File: src/hw/rtl/i2cs_pkg.sv
// Shared types and codes for the I2C master transfer sequencer.
package i2cs_pkg;

    typedef enum logic [2:0] {
        OP_BEGIN         = 3'd0,
        OP_NONE          = 3'd1,
        OP_START_SENT    = 3'd2,
        OP_ADDR_ACKED    = 3'd3,
        OP_BYTE_RECEIVED = 3'd4,
        OP_BYTE_SENT     = 3'd5,
        OP_RESTART       = 3'd6
    } op_t;

    typedef enum logic [1:0] {
        ST_IDLE = 2'd0,
        ST_BUSY = 2'd1,
        ST_DONE = 2'd2
    } status_t;

    localparam logic [1:0] ACK_NO_CHANGE = 2'd0;
    localparam logic [1:0] ACK_ENABLE    = 2'd1;
    localparam logic [1:0] ACK_DISABLE   = 2'd2;

    typedef struct packed {
        logic [2:0]  op;
        logic        bus_free;
        logic        direction;
        logic [6:0]  device_address;
        logic [7:0]  register_index;
        logic [15:0] byte_count;
        logic [7:0]  received_byte;
        logic [7:0]  next_tx_byte;
    } item_t;

    typedef struct packed {
        logic        begin_accepted;
        logic        send_valid;
        logic [7:0]  send_byte;
        logic        tx_consumed;
        logic [1:0]  ack_control;
        logic        issue_start;
        logic        issue_stop;
        logic        issue_restart;
        logic        store_valid;
        logic [7:0]  store_byte;
        logic [1:0]  transfer_status;
    } result_t;

endpackage

File: src/hw/rtl/i2c_master_transfer_sequencer_core.sv
// Top level of the I2C master register-transfer sequencer.
//
//  channel | handshake            | payload
//  --------+----------------------+-----------------------------------------------
//  in      | in_valid / in_stall  | op, bus_free, direction, device_address,
//          |                      | register_index, byte_count, received_byte,
//          |                      | next_tx_byte
//  out     | out_valid / out_stall| begin_accepted, send_valid, send_byte,
//          |                      | tx_consumed, ack_control, issue_start,
//          |                      | issue_stop, issue_restart, store_valid,
//          |                      | store_byte, transfer_status
//
// Each accepted transaction yields exactly one result transaction: it is held in
// the input register, then its decision is loaded into the result register. With no
// output stall, one transaction per cycle is sustained; the input register and
// the result register form a two-deep pipe set by the single decision stage.
// Reset (rst_n low) clears the transfer state to idle with zero count and
// empties both registers. A stall on the output holds the result register;
// the input register then holds too, and in_stall rises once it is full.
module i2c_master_transfer_sequencer_core
(
    input  logic        clk,
    input  logic        rst_n,

    input  logic        in_valid,
    output logic        in_stall,
    input  logic [2:0]  op,
    input  logic        bus_free,
    input  logic        direction,
    input  logic [6:0]  device_address,
    input  logic [7:0]  register_index,
    input  logic [15:0] byte_count,
    input  logic [7:0]  received_byte,
    input  logic [7:0]  next_tx_byte,

    output logic        out_valid,
    input  logic        out_stall,
    output logic        begin_accepted,
    output logic        send_valid,
    output logic [7:0]  send_byte,
    output logic        tx_consumed,
    output logic [1:0]  ack_control,
    output logic        issue_start,
    output logic        issue_stop,
    output logic        issue_restart,
    output logic        store_valid,
    output logic [7:0]  store_byte,
    output logic [1:0]  transfer_status
);

    logic              in_v_reg, in_v_next;
    i2cs_pkg::item_t   item_reg;
    logic              out_ready;
    logic              fire;
    logic              in_take;
    i2cs_pkg::result_t result;
    i2cs_pkg::result_t held;

    // Process the held item whenever the result register can take it.
    assign fire     = in_v_reg && out_ready;
    assign in_stall = in_v_reg && !out_ready;
    assign in_take  = in_valid && !in_stall;
    assign in_v_next = in_take || (in_v_reg && !out_ready);

    always_ff @(posedge clk or negedge rst_n)
    begin
        if (!rst_n)
        begin
            in_v_reg <= 1'b0;
        end
        else
        begin
            in_v_reg <= in_v_next;
        end
    end

    // Capture the incoming transaction payload.
    always_ff @(posedge clk)
    begin
        if (in_take)
        begin
            item_reg.op             <= op;
            item_reg.bus_free       <= bus_free;
            item_reg.direction      <= direction;
            item_reg.device_address <= device_address;
            item_reg.register_index <= register_index;
            item_reg.byte_count     <= byte_count;
            item_reg.received_byte  <= received_byte;
            item_reg.next_tx_byte   <= next_tx_byte;
        end
    end

    i2cs_event_logic u_event_logic
    (
        .clk    (clk),
        .rst_n  (rst_n),
        .fire   (fire),
        .item   (item_reg),
        .result (result)
    );

    i2cs_out_reg u_out_reg
    (
        .clk       (clk),
        .rst_n     (rst_n),
        .load      (fire),
        .result    (result),
        .out_stall (out_stall),
        .out_ready (out_ready),
        .out_valid (out_valid),
        .held      (held)
    );

    assign begin_accepted  = held.begin_accepted;
    assign send_valid      = held.send_valid;
    assign send_byte       = held.send_byte;
    assign tx_consumed     = held.tx_consumed;
    assign ack_control     = held.ack_control;
    assign issue_start     = held.issue_start;
    assign issue_stop      = held.issue_stop;
    assign issue_restart   = held.issue_restart;
    assign store_valid     = held.store_valid;
    assign store_byte      = held.store_byte;
    assign transfer_status = held.transfer_status;

    // Back-pressure on the input only arises from a full, stalled output.
    a_stall_cause: assert property (@(posedge clk) disable iff (!rst_n)
        in_stall |-> out_valid && out_stall)
        else $error("input stalled without output back-pressure");

    // A processed transaction shows up on the output in the next cycle.
    a_fire_to_out: assert property (@(posedge clk) disable iff (!rst_n)
        fire |=> out_valid)
        else $error("processed transaction missing at output");

    // An accepted transaction is held for processing in the next cycle.
    a_take_to_hold: assert property (@(posedge clk) disable iff (!rst_n)
        in_take |=> in_v_reg)
        else $error("accepted transaction lost");

endmodule

File: src/hw/rtl/i2cs_event_logic.sv
// Transfer state registers and the per-event decision logic.
module i2cs_event_logic
(
    input  logic              clk,
    input  logic              rst_n,
    input  logic              fire,
    input  i2cs_pkg::item_t   item,
    output i2cs_pkg::result_t result
);

    logic [6:0]        device_reg, device_next;
    logic [7:0]        target_reg, target_next;
    logic              read_mode_reg, read_mode_next;
    logic [15:0]       bytes_left_reg, bytes_left_next;
    i2cs_pkg::status_t status_reg, status_next;

    logic [15:0] left_dec;

    always_ff @(posedge clk or negedge rst_n)
    begin
        if (!rst_n)
        begin
            device_reg     <= '0;
            target_reg     <= '0;
            read_mode_reg  <= 1'b0;
            bytes_left_reg <= '0;
            status_reg     <= i2cs_pkg::ST_IDLE;
        end
        else if (fire)
        begin
            device_reg     <= device_next;
            target_reg     <= target_next;
            read_mode_reg  <= read_mode_next;
            bytes_left_reg <= bytes_left_next;
            status_reg     <= status_next;
        end
    end

    // Saturating decrement of the remaining byte count.
    assign left_dec = (bytes_left_reg != 16'd0) ? bytes_left_reg - 16'd1 : 16'd0;

    always_comb
    begin
        device_next     = device_reg;
        target_next     = target_reg;
        read_mode_next  = read_mode_reg;
        bytes_left_next = bytes_left_reg;
        status_next     = status_reg;
        result          = '0;

        unique case (i2cs_pkg::op_t'(item.op))
            i2cs_pkg::OP_BEGIN:
            begin
                if (item.bus_free)
                begin
                    device_next           = item.device_address;
                    target_next           = item.register_index;
                    read_mode_next        = item.direction;
                    bytes_left_next       = item.byte_count;
                    status_next           = i2cs_pkg::ST_BUSY;
                    result.begin_accepted = 1'b1;
                    result.ack_control    = i2cs_pkg::ACK_DISABLE;
                    result.issue_start    = 1'b1;
                end
            end
            i2cs_pkg::OP_START_SENT:
            begin
                result.send_valid = 1'b1;
                result.send_byte  = {device_reg, read_mode_reg};
            end
            i2cs_pkg::OP_ADDR_ACKED:
            begin
                priority if (!read_mode_reg)
                begin
                    result.send_valid = 1'b1;
                    result.send_byte  = target_reg;
                end
                else if (bytes_left_reg > 16'd1)
                begin
                    result.ack_control = i2cs_pkg::ACK_ENABLE;
                end
                else if (bytes_left_reg == 16'd1)
                begin
                    result.issue_stop = 1'b1;
                end
                else
                begin
                    result.issue_stop = 1'b1;
                    status_next       = i2cs_pkg::ST_DONE;
                end
            end
            i2cs_pkg::OP_BYTE_RECEIVED:
            begin
                bytes_left_next    = left_dec;
                result.store_valid = 1'b1;
                result.store_byte  = item.received_byte;
                if (left_dec == 16'd1)
                begin
                    result.ack_control = i2cs_pkg::ACK_DISABLE;
                    result.issue_stop  = 1'b1;
                end
                if (left_dec == 16'd0)
                begin
                    status_next = i2cs_pkg::ST_DONE;
                end
            end
            i2cs_pkg::OP_BYTE_SENT:
            begin
                if (bytes_left_reg != 16'd0)
                begin
                    result.send_valid  = 1'b1;
                    result.send_byte   = item.next_tx_byte;
                    result.tx_consumed = 1'b1;
                    bytes_left_next    = left_dec;
                end
                else
                begin
                    result.issue_stop = 1'b1;
                    status_next       = i2cs_pkg::ST_DONE;
                end
            end
            i2cs_pkg::OP_RESTART:
            begin
                result.issue_restart = 1'b1;
                result.issue_start   = (bytes_left_reg != 16'd0);
            end
            default:
            begin
            end
        endcase

        result.transfer_status = status_next;
    end

    // Only an accepted begin can raise the remaining byte count.
    a_count_no_grow: assert property (@(posedge clk) disable iff (!rst_n)
        fire && item.op != i2cs_pkg::OP_BEGIN |=> bytes_left_reg <= $past(bytes_left_reg))
        else $error("byte count grew without a begin");

    // An accepted begin leaves the transfer busy.
    a_begin_busy: assert property (@(posedge clk) disable iff (!rst_n)
        fire && item.op == i2cs_pkg::OP_BEGIN && item.bus_free
        |=> status_reg == i2cs_pkg::ST_BUSY)
        else $error("begin did not mark the transfer busy");

    // A single event never both sends and stores a byte.
    a_send_store_excl: assert property (@(posedge clk) disable iff (!rst_n)
        fire |-> !(result.send_valid && result.store_valid))
        else $error("send and store in the same event");

    // State only moves when an event is processed.
    a_hold_idle: assert property (@(posedge clk) disable iff (!rst_n)
        !fire |=> $stable(bytes_left_reg) && $stable(status_reg))
        else $error("state changed without an event");

endmodule

File: src/hw/rtl/i2cs_out_reg.sv
// Result register holding one transaction toward the consumer.
module i2cs_out_reg
(
    input  logic              clk,
    input  logic              rst_n,
    input  logic              load,
    input  i2cs_pkg::result_t result,
    input  logic              out_stall,
    output logic              out_ready,
    output logic              out_valid,
    output i2cs_pkg::result_t held
);

    logic              valid_reg, valid_next;
    i2cs_pkg::result_t data_reg;

    assign out_ready  = !valid_reg || !out_stall;
    assign valid_next = load || (valid_reg && out_stall);

    always_ff @(posedge clk or negedge rst_n)
    begin
        if (!rst_n)
        begin
            valid_reg <= 1'b0;
        end
        else
        begin
            valid_reg <= valid_next;
        end
    end

    always_ff @(posedge clk)
    begin
        if (load)
        begin
            data_reg <= result;
        end
    end

    assign out_valid = valid_reg;
    assign held      = data_reg;

    // Never overwrite a result that the consumer has not taken.
    a_no_overwrite: assert property (@(posedge clk) disable iff (!rst_n)
        valid_reg && out_stall |-> !load)
        else $error("held result overwritten");

endmodule

File: config.mk
export PLATFORM = sky130hd
export DESIGN_NAME = i2c_master_transfer_sequencer_core
export DESIGN_NICKNAME = d
export VERILOG_FILES = /design/src/hw/rtl/i2cs_pkg.sv /design/src/hw/rtl/i2c_master_transfer_sequencer_core.sv /design/src/hw/rtl/i2cs_event_logic.sv /design/src/hw/rtl/i2cs_out_reg.sv
export SDC_FILE = /design/constraint.sdc
export NUM_CORES = 1
export LEC_CHECK = 0
export ABC_AREA = 1
export BUFFER_PORTS_ARGS = -buffer_cell sky130_fd_sc_hd__buf_2
export CORE_AREA = 2 2 138 86
export CTS_CLUSTER_SIZE = 16
export DETAILED_ROUTE_END_ITERATION = 6
export DIE_AREA = 0 0 140 88
export MAX_ROUTING_LAYER = met4
export PLACE_DENSITY_LB_ADDON = 0.25
export SLEW_MARGIN = 20
export SYNTH_ARGS = -nofsm -noshare
export SYNTH_HDL_FRONTEND = slang
export SYNTH_SLANG_ARGS = --single-unit
File: constraint.sdc
create_clock -name clk -period 6.2 [get_ports clk]
set_input_delay 0.31 -clock clk [delete_from_list [all_inputs] [get_ports clk]]
set_output_delay 0.31 -clock clk [all_outputs]
set_load 0.005 [all_outputs]
Word level (Yosys, flattened, before mapping). Cells that the tools add are included.

Flip-flop bits (word level): 115. Latch bits: 0. Memory bits (writable): 0. Bits in read-only memories: 0. Bits of input ports: 56. Output and inout port bits: 29. Logic and storage cells: 82. Memories kept: 0.

Add/sub/neg operators: 1. Multiply operators: 0. Divide/modulo/power cells: 0. Magnitude comparators: 1. Equality and inequality tests: 9. Shifts and indexed selects: 0. Muxes and demuxes: 28. Bitwise logic cells: 0. Reductions and logical operators: 17.

Operator list (count): 16-bit 2-to-1 mux (3); 16-bit one-hot mux with 3 select lines (1); 16-bit by 1-bit equality test with 1-bit output, second input constant (2); 9-bit one-hot mux with 3 select lines (1); 9-bit 2-to-1 mux (2); 16-bit by 1-bit greater-than comparator with 1-bit output, second input constant (1); 16-bit logical NOT (1); 2-bit 2-to-1 mux (8); 16-bit nonzero test (1); 16-bit by 1-bit subtractor with 16-bit output, second input constant (1); 10-bit 2-to-1 mux (1); 3-bit equality test, second input constant (3); 2-bit one-hot mux with 4 select lines (1); 1-bit 2-to-1 mux (7); 3-bit by 2-bit equality test with 1-bit output, second input constant (2); 2-bit one-hot mux with 3 select lines (1); 1-bit logical AND (4); 1-bit logical NOT (4); 4-bit AND reduction (1); 3-bit logical NOT (1); 1-bit logical OR (3); 3-bit 2-to-1 mux (1); 1-bit one-hot mux with 3 select lines (1); 3-bit AND reduction (1); other kinds (4) (4).

Depth between registers and ports, before layout.
Word-level depth: 7. Gate-level depth with buffers: 15. Depth with buffers taken out: 15.

Hierarchy. A second synthesis with hierarchy kept.

Cell total of the unflattened synthesis: 444. Area, all modules: 4912.2 um2.

Modules (own cells, without submodules): i2cs_event_logic (instances 1, cells each 352, area an instance 2433.6 um2, seq. area each 850.8 um2); i2c_master_transfer_sequencer_core (instances 1, cells each 61, area an instance 1626.6 um2, seq. area each 1586.5 um2); i2cs_out_reg (instances 1, cells each 31, area an instance 852.1 um2, seq. area each 835.8 um2).

Least setup slack after synthesis. OpenSTA, ideal clock, no wires.

Kind: register to register. Start point: reg u_out_reg.valid_reg (netlist: u_out_reg.out_valid). End point: reg item_reg[0] (netlist bit) (enable). Library setup time: 0.406 ns. Arrival time: 1.583 ns. Required time: 5.794 ns. Slack: 4.210 ns. Stages on the path, launching flop included: 4. Path buffers: 0. Clock period less this slack: 1.990 ns. Cells stage by stage: dfrtp_1 nand2_1 o21ai_0 inv_1.

Word-level cells in the longest chain between the ends: 6.

RTL lines: start, declared (RTL line i2cs_out_reg.sv:14) `logic valid_reg, valid_next;`; start signal, assigned (RTL line i2cs_out_reg.sv:28) `valid_reg <= valid_next;`; 1-bit logical NOT (RTL line i2cs_out_reg.sv:17) `assign out_ready = !valid_reg || !out_stall;`; 1-bit logical OR (RTL line i2cs_out_reg.sv:17); 1-bit logical NOT (RTL line i2c_master_transfer_sequencer_core.sv:61) `assign in_stall = in_v_reg && !out_ready;`; 1-bit logical AND (RTL line i2c_master_transfer_sequencer_core.sv:61); 1-bit logical NOT (RTL line i2c_master_transfer_sequencer_core.sv:62) `assign in_take = in_valid && !in_stall;`; 1-bit logical AND (RTL line i2c_master_transfer_sequencer_core.sv:62); net in_take (RTL line i2c_master_transfer_sequencer_core.sv:55) `logic in_take;`; end, declared (RTL line i2c_master_transfer_sequencer_core.sv:52) `i2cs_pkg::item_t item_reg;`.

The timed path passes the listed nets, and every way through them passes these cells. A chain may end at the register's enable or synchronous reset.

==> metrics.yaml <==
run_status:
  status: "complete, but fails checks"
  violations: "design-rule violations"
drt:
  met2_wirelength_um: 4290
  viasPerCell: 5.06
  met1_length_um: 5550
  drtIter0Drc: 326
  ant_nets: 0
  dr.pass1.iters: 7
  wl_met3_um: 872
  vias: 3575
  top_layer: "met4"
  wl_per_cell_um: 15.4
  routed_wl_um: 10900
  post-route-drc-count: 8
clocking:
  cts_resized: 0
  cts_buffers: 17
  cts_buffer_depth: 2
  clk_latency_ps: 420
  cts-root-buf: "clkbuf_16"
  cts_hold_buf: 0
  cts_tree: "built"
  cts_sinks: 115
  clkTransAtPathRegs_ps: 60
  htreeDepth: 4
  postCtsSetupRepairBufs: 0
cells_and_area:
  largest_reg_flops: 52
  diodes: 0
  fillers: 949
  areaGrowthSynthToFinish_pct: 23.5
  fin_nets: 608
  finish.utilization: 0.544
  drive_above_1_share: 0.240
  stdcell_count: 706
logic_synthesis:
  synthArstFlopShare: 0.313
  synth_top_family_by_area: "simple AND/OR/NAND/NOR gates"
  syn_area_mm2: 0.00487
  synth_fa_ha_area_frac: 0.00770
  yosys.area_share.simple: 0.172
  ys_seq_elements: 115
  syn-num-nets: 516
  synth_top_cell_by_area: "edfxtp_1"
  synth_mux_area_frac: 0
  netlist.area_leader.share: 0.487
  synth_cell_types: 31
  synthTopCellsByCount: "104 x nand2_1, 79 x edfxtp_1, 59 x inv_1"
  synth_flop_cell: "edfxtp_1"
  synth_edf_count: 79
  ys_warn_count: 0
  synth_compound_area_frac: 0.0870
  yosysMostFrequentCell: "nand2_1"
  yosys.area_share.xor_xnor: 0.00180
  syn_avg_cell_area_um2: 10.7
  syn-instance-count: 457
  ys_top_cells_by_area: "edfxtp_1 49%, dfrtp_1 18%, nand2_1 8.0%"
  synth-seq-area-share: 0.671
place:
  dp.cells: 674
  portBuffers: 84
  gp_congestion: 0.883
  dp_hpwl_um: 7240
global_route:
  antenna_found_initial: 0
  grt.total_usage: 0.193
  grt_pass1_vias: 3408
  grt_max_degree: 53
  grt_first_pass_wirelength_um: 17200
  overflow: 0
worst_setup_path:
  cpPeakStageDelay_ps: 730
  rrSetupSlack_ps: 3580
  cp.arrival_ps: 2780
  r2r_start: "item_reg[49]"
  r2r_end: "u_out_reg.held[0]"
  crit_required_ps: 6360
  timing.critical_path.max_delay_family: "simple AND/OR/NAND/NOR gates"
  ff2ff_path_depth: 10
  critical_path.most_common_cell: "nand2_1"
  worst-path-buf-inv: 2
  critical_path_class: "register to register"
  end_kind: "register"
  path_max_fanout: 30
  cp_slowest_cell: "nand2_1"
  startpoint_type: "register"
  path_cells: "nor2_1, inv_1, nor2_1, inv_2, nand2_1, o21ai_0, a21oi_1, nand2_1, nand2_1, nand2_1"
floorplan:
  start_util: 0.440
  fp-row-count: 30
  coreArea_mm2: 0.0111
  die_area_mm2: 0.0123
  fp.dieW_um: 140
  die_h_um: 88
  io_pins: 85
power:
  clock_power_share: 0.419
  swShare: 0.291
  leakagePower_nw: 2.61
  p_total_w: 0.00233
  p_comb_frac: 0.154
  seqPwrFrac: 0.427
  p_switching_w: 0.000678
  intPower_w: 0.00166
  ir_drop_mv: 0.195
  powerDensity_mw_per_mm2: 388
timing:
  finalSetupViolCount: 0
  hold-worst-slack_ps: 26.0
  tns_ps: 0
  finalHoldViolCount: 0
  rsz0062_at_grt: "no"
  skew_ps: 13.5
  fin_crit_ps: 2620
  fmax_mhz: 381
  slew_viol_final: 0
  worst_slew_pin_slew_ps: 948
  max_slew_margin: 0.367
  finalCritPeriodShare: 0.423
run:
  maxCapViolCount: 0
hold_path:
  hold_path_class: "input port to asynchronous set/reset pin"
-- cells by family (layout without fill, tap and decap cells) --
family	count (synthesis)	count (layout)
AND/OR/NAND/NOR	193	193
adder cells (fa/ha/maj)	3	3
XOR/XNOR	1	1
AO/OA/AOI/OAI	72	72
buffers and inverters	73	178
flip-flops	115	115
-- how the worst max path moves through the flow --
stage | startpoint | end | slack [ps] | cells past startpoint
finish | item_reg[49] | u_out_reg.held[0] | 3580 | 10
global route | item_reg[50] | u_out_reg.held[0] | 3250 | 10
CTS | item_reg[49] | u_out_reg.held[0] | 3590 | 10
detailed placement | item_reg[49] | u_out_reg.held[0] | 3610 | 10
global placement | u_event_logic.bytes_left_reg[0] | u_out_reg.held[0] | 3740 | 13
floorplan | u_out_reg.out_valid | item_reg[0] | 4210 | 3
-- through the flow --
| step | setup WS, ps | area [um2] |
|---|---|---|
| 2_1_floorplan | 4210 | 4870 |
| 3_3_place_gp | 3740 | 5420 |
| 3_5_place_dp | 3610 | 5420 |
| 4_1_cts | 3590 | 6010 |
| 5_1_grt | 3250 | 6020 |
| 6_report | 3580 | 6020 |
-- cells in the final DEF (no fill, tap or decap) --
cell type	netlist	routed
a21oi_1	9	9
and2_1	1	1
and3_2	1	1
buf_2	4	84
bufinv_16	0	2
clkbuf_16	0	17
clkinv_1	2	2
clkinv_2	0	1
clkinv_4	0	7
clkinvlp_4	0	1
dfrtp_1	36	36
edfxtp_1	79	79
ha_1	3	3
inv_1	59	57
inv_2	1	2
inv_6	0	5
nand2_1	104	104
nand2_2	5	5
nand3_1	27	27
nand4_1	4	4
nor2_1	37	36
nor2_2	4	4
nor2_4	2	3
nor3_1	4	4
nor3_2	1	1
nor3b_2	1	1
nor4_1	1	1
o211ai_1	9	9
o21ai_0	35	35
o21ai_1	4	4
o221ai_1	8	8
o22ai_1	6	6
o311ai_1	1	1
or2_2	1	1
xor2_1	1	1
-- area by class of cell --
cell class              count  area [um2]  area share
flip-flops and latches    115        3270       0.544
repair buffers             84         420      0.0698
inverters                  62         234      0.0389
clock inverters            15         173      0.0287
clock buffers              17         425      0.0707
multi-input cells         269        1320       0.218
well taps                 144         180      0.0299
-- metal layers --
metal  vias up  GRT usage
met4         0     0.0799
met3        14     0.0574
met2       146      0.249
met5         -          -
li1       1734          -
met1      1681      0.280
-- worst register-to-register path, cell delays in order, from the launching register on --
cell and delay (ps):
edfxtp_1 420, nor2_1 190, inv_1 110, nor2_1 240, inv_2 170, nand2_1 730
o21ai_0 160, a21oi_1 150, nand2_1 70, nand2_1 70, nand2_1 60
-- power groups by stage --
stage	clock network (W)	logic (W)	registers, W
after floorplan	0	0.000247	0.000995
after global placement	0	0.000343	0.00101
after detailed placement	0	0.000353	0.00101
after CTS	0.000992	0.000355	0.000996
after global routing	0.00103	0.000411	0.00101
final	0.000978	0.000359	0.000997
Note: power is estimated with default switching activity, not from simulation.
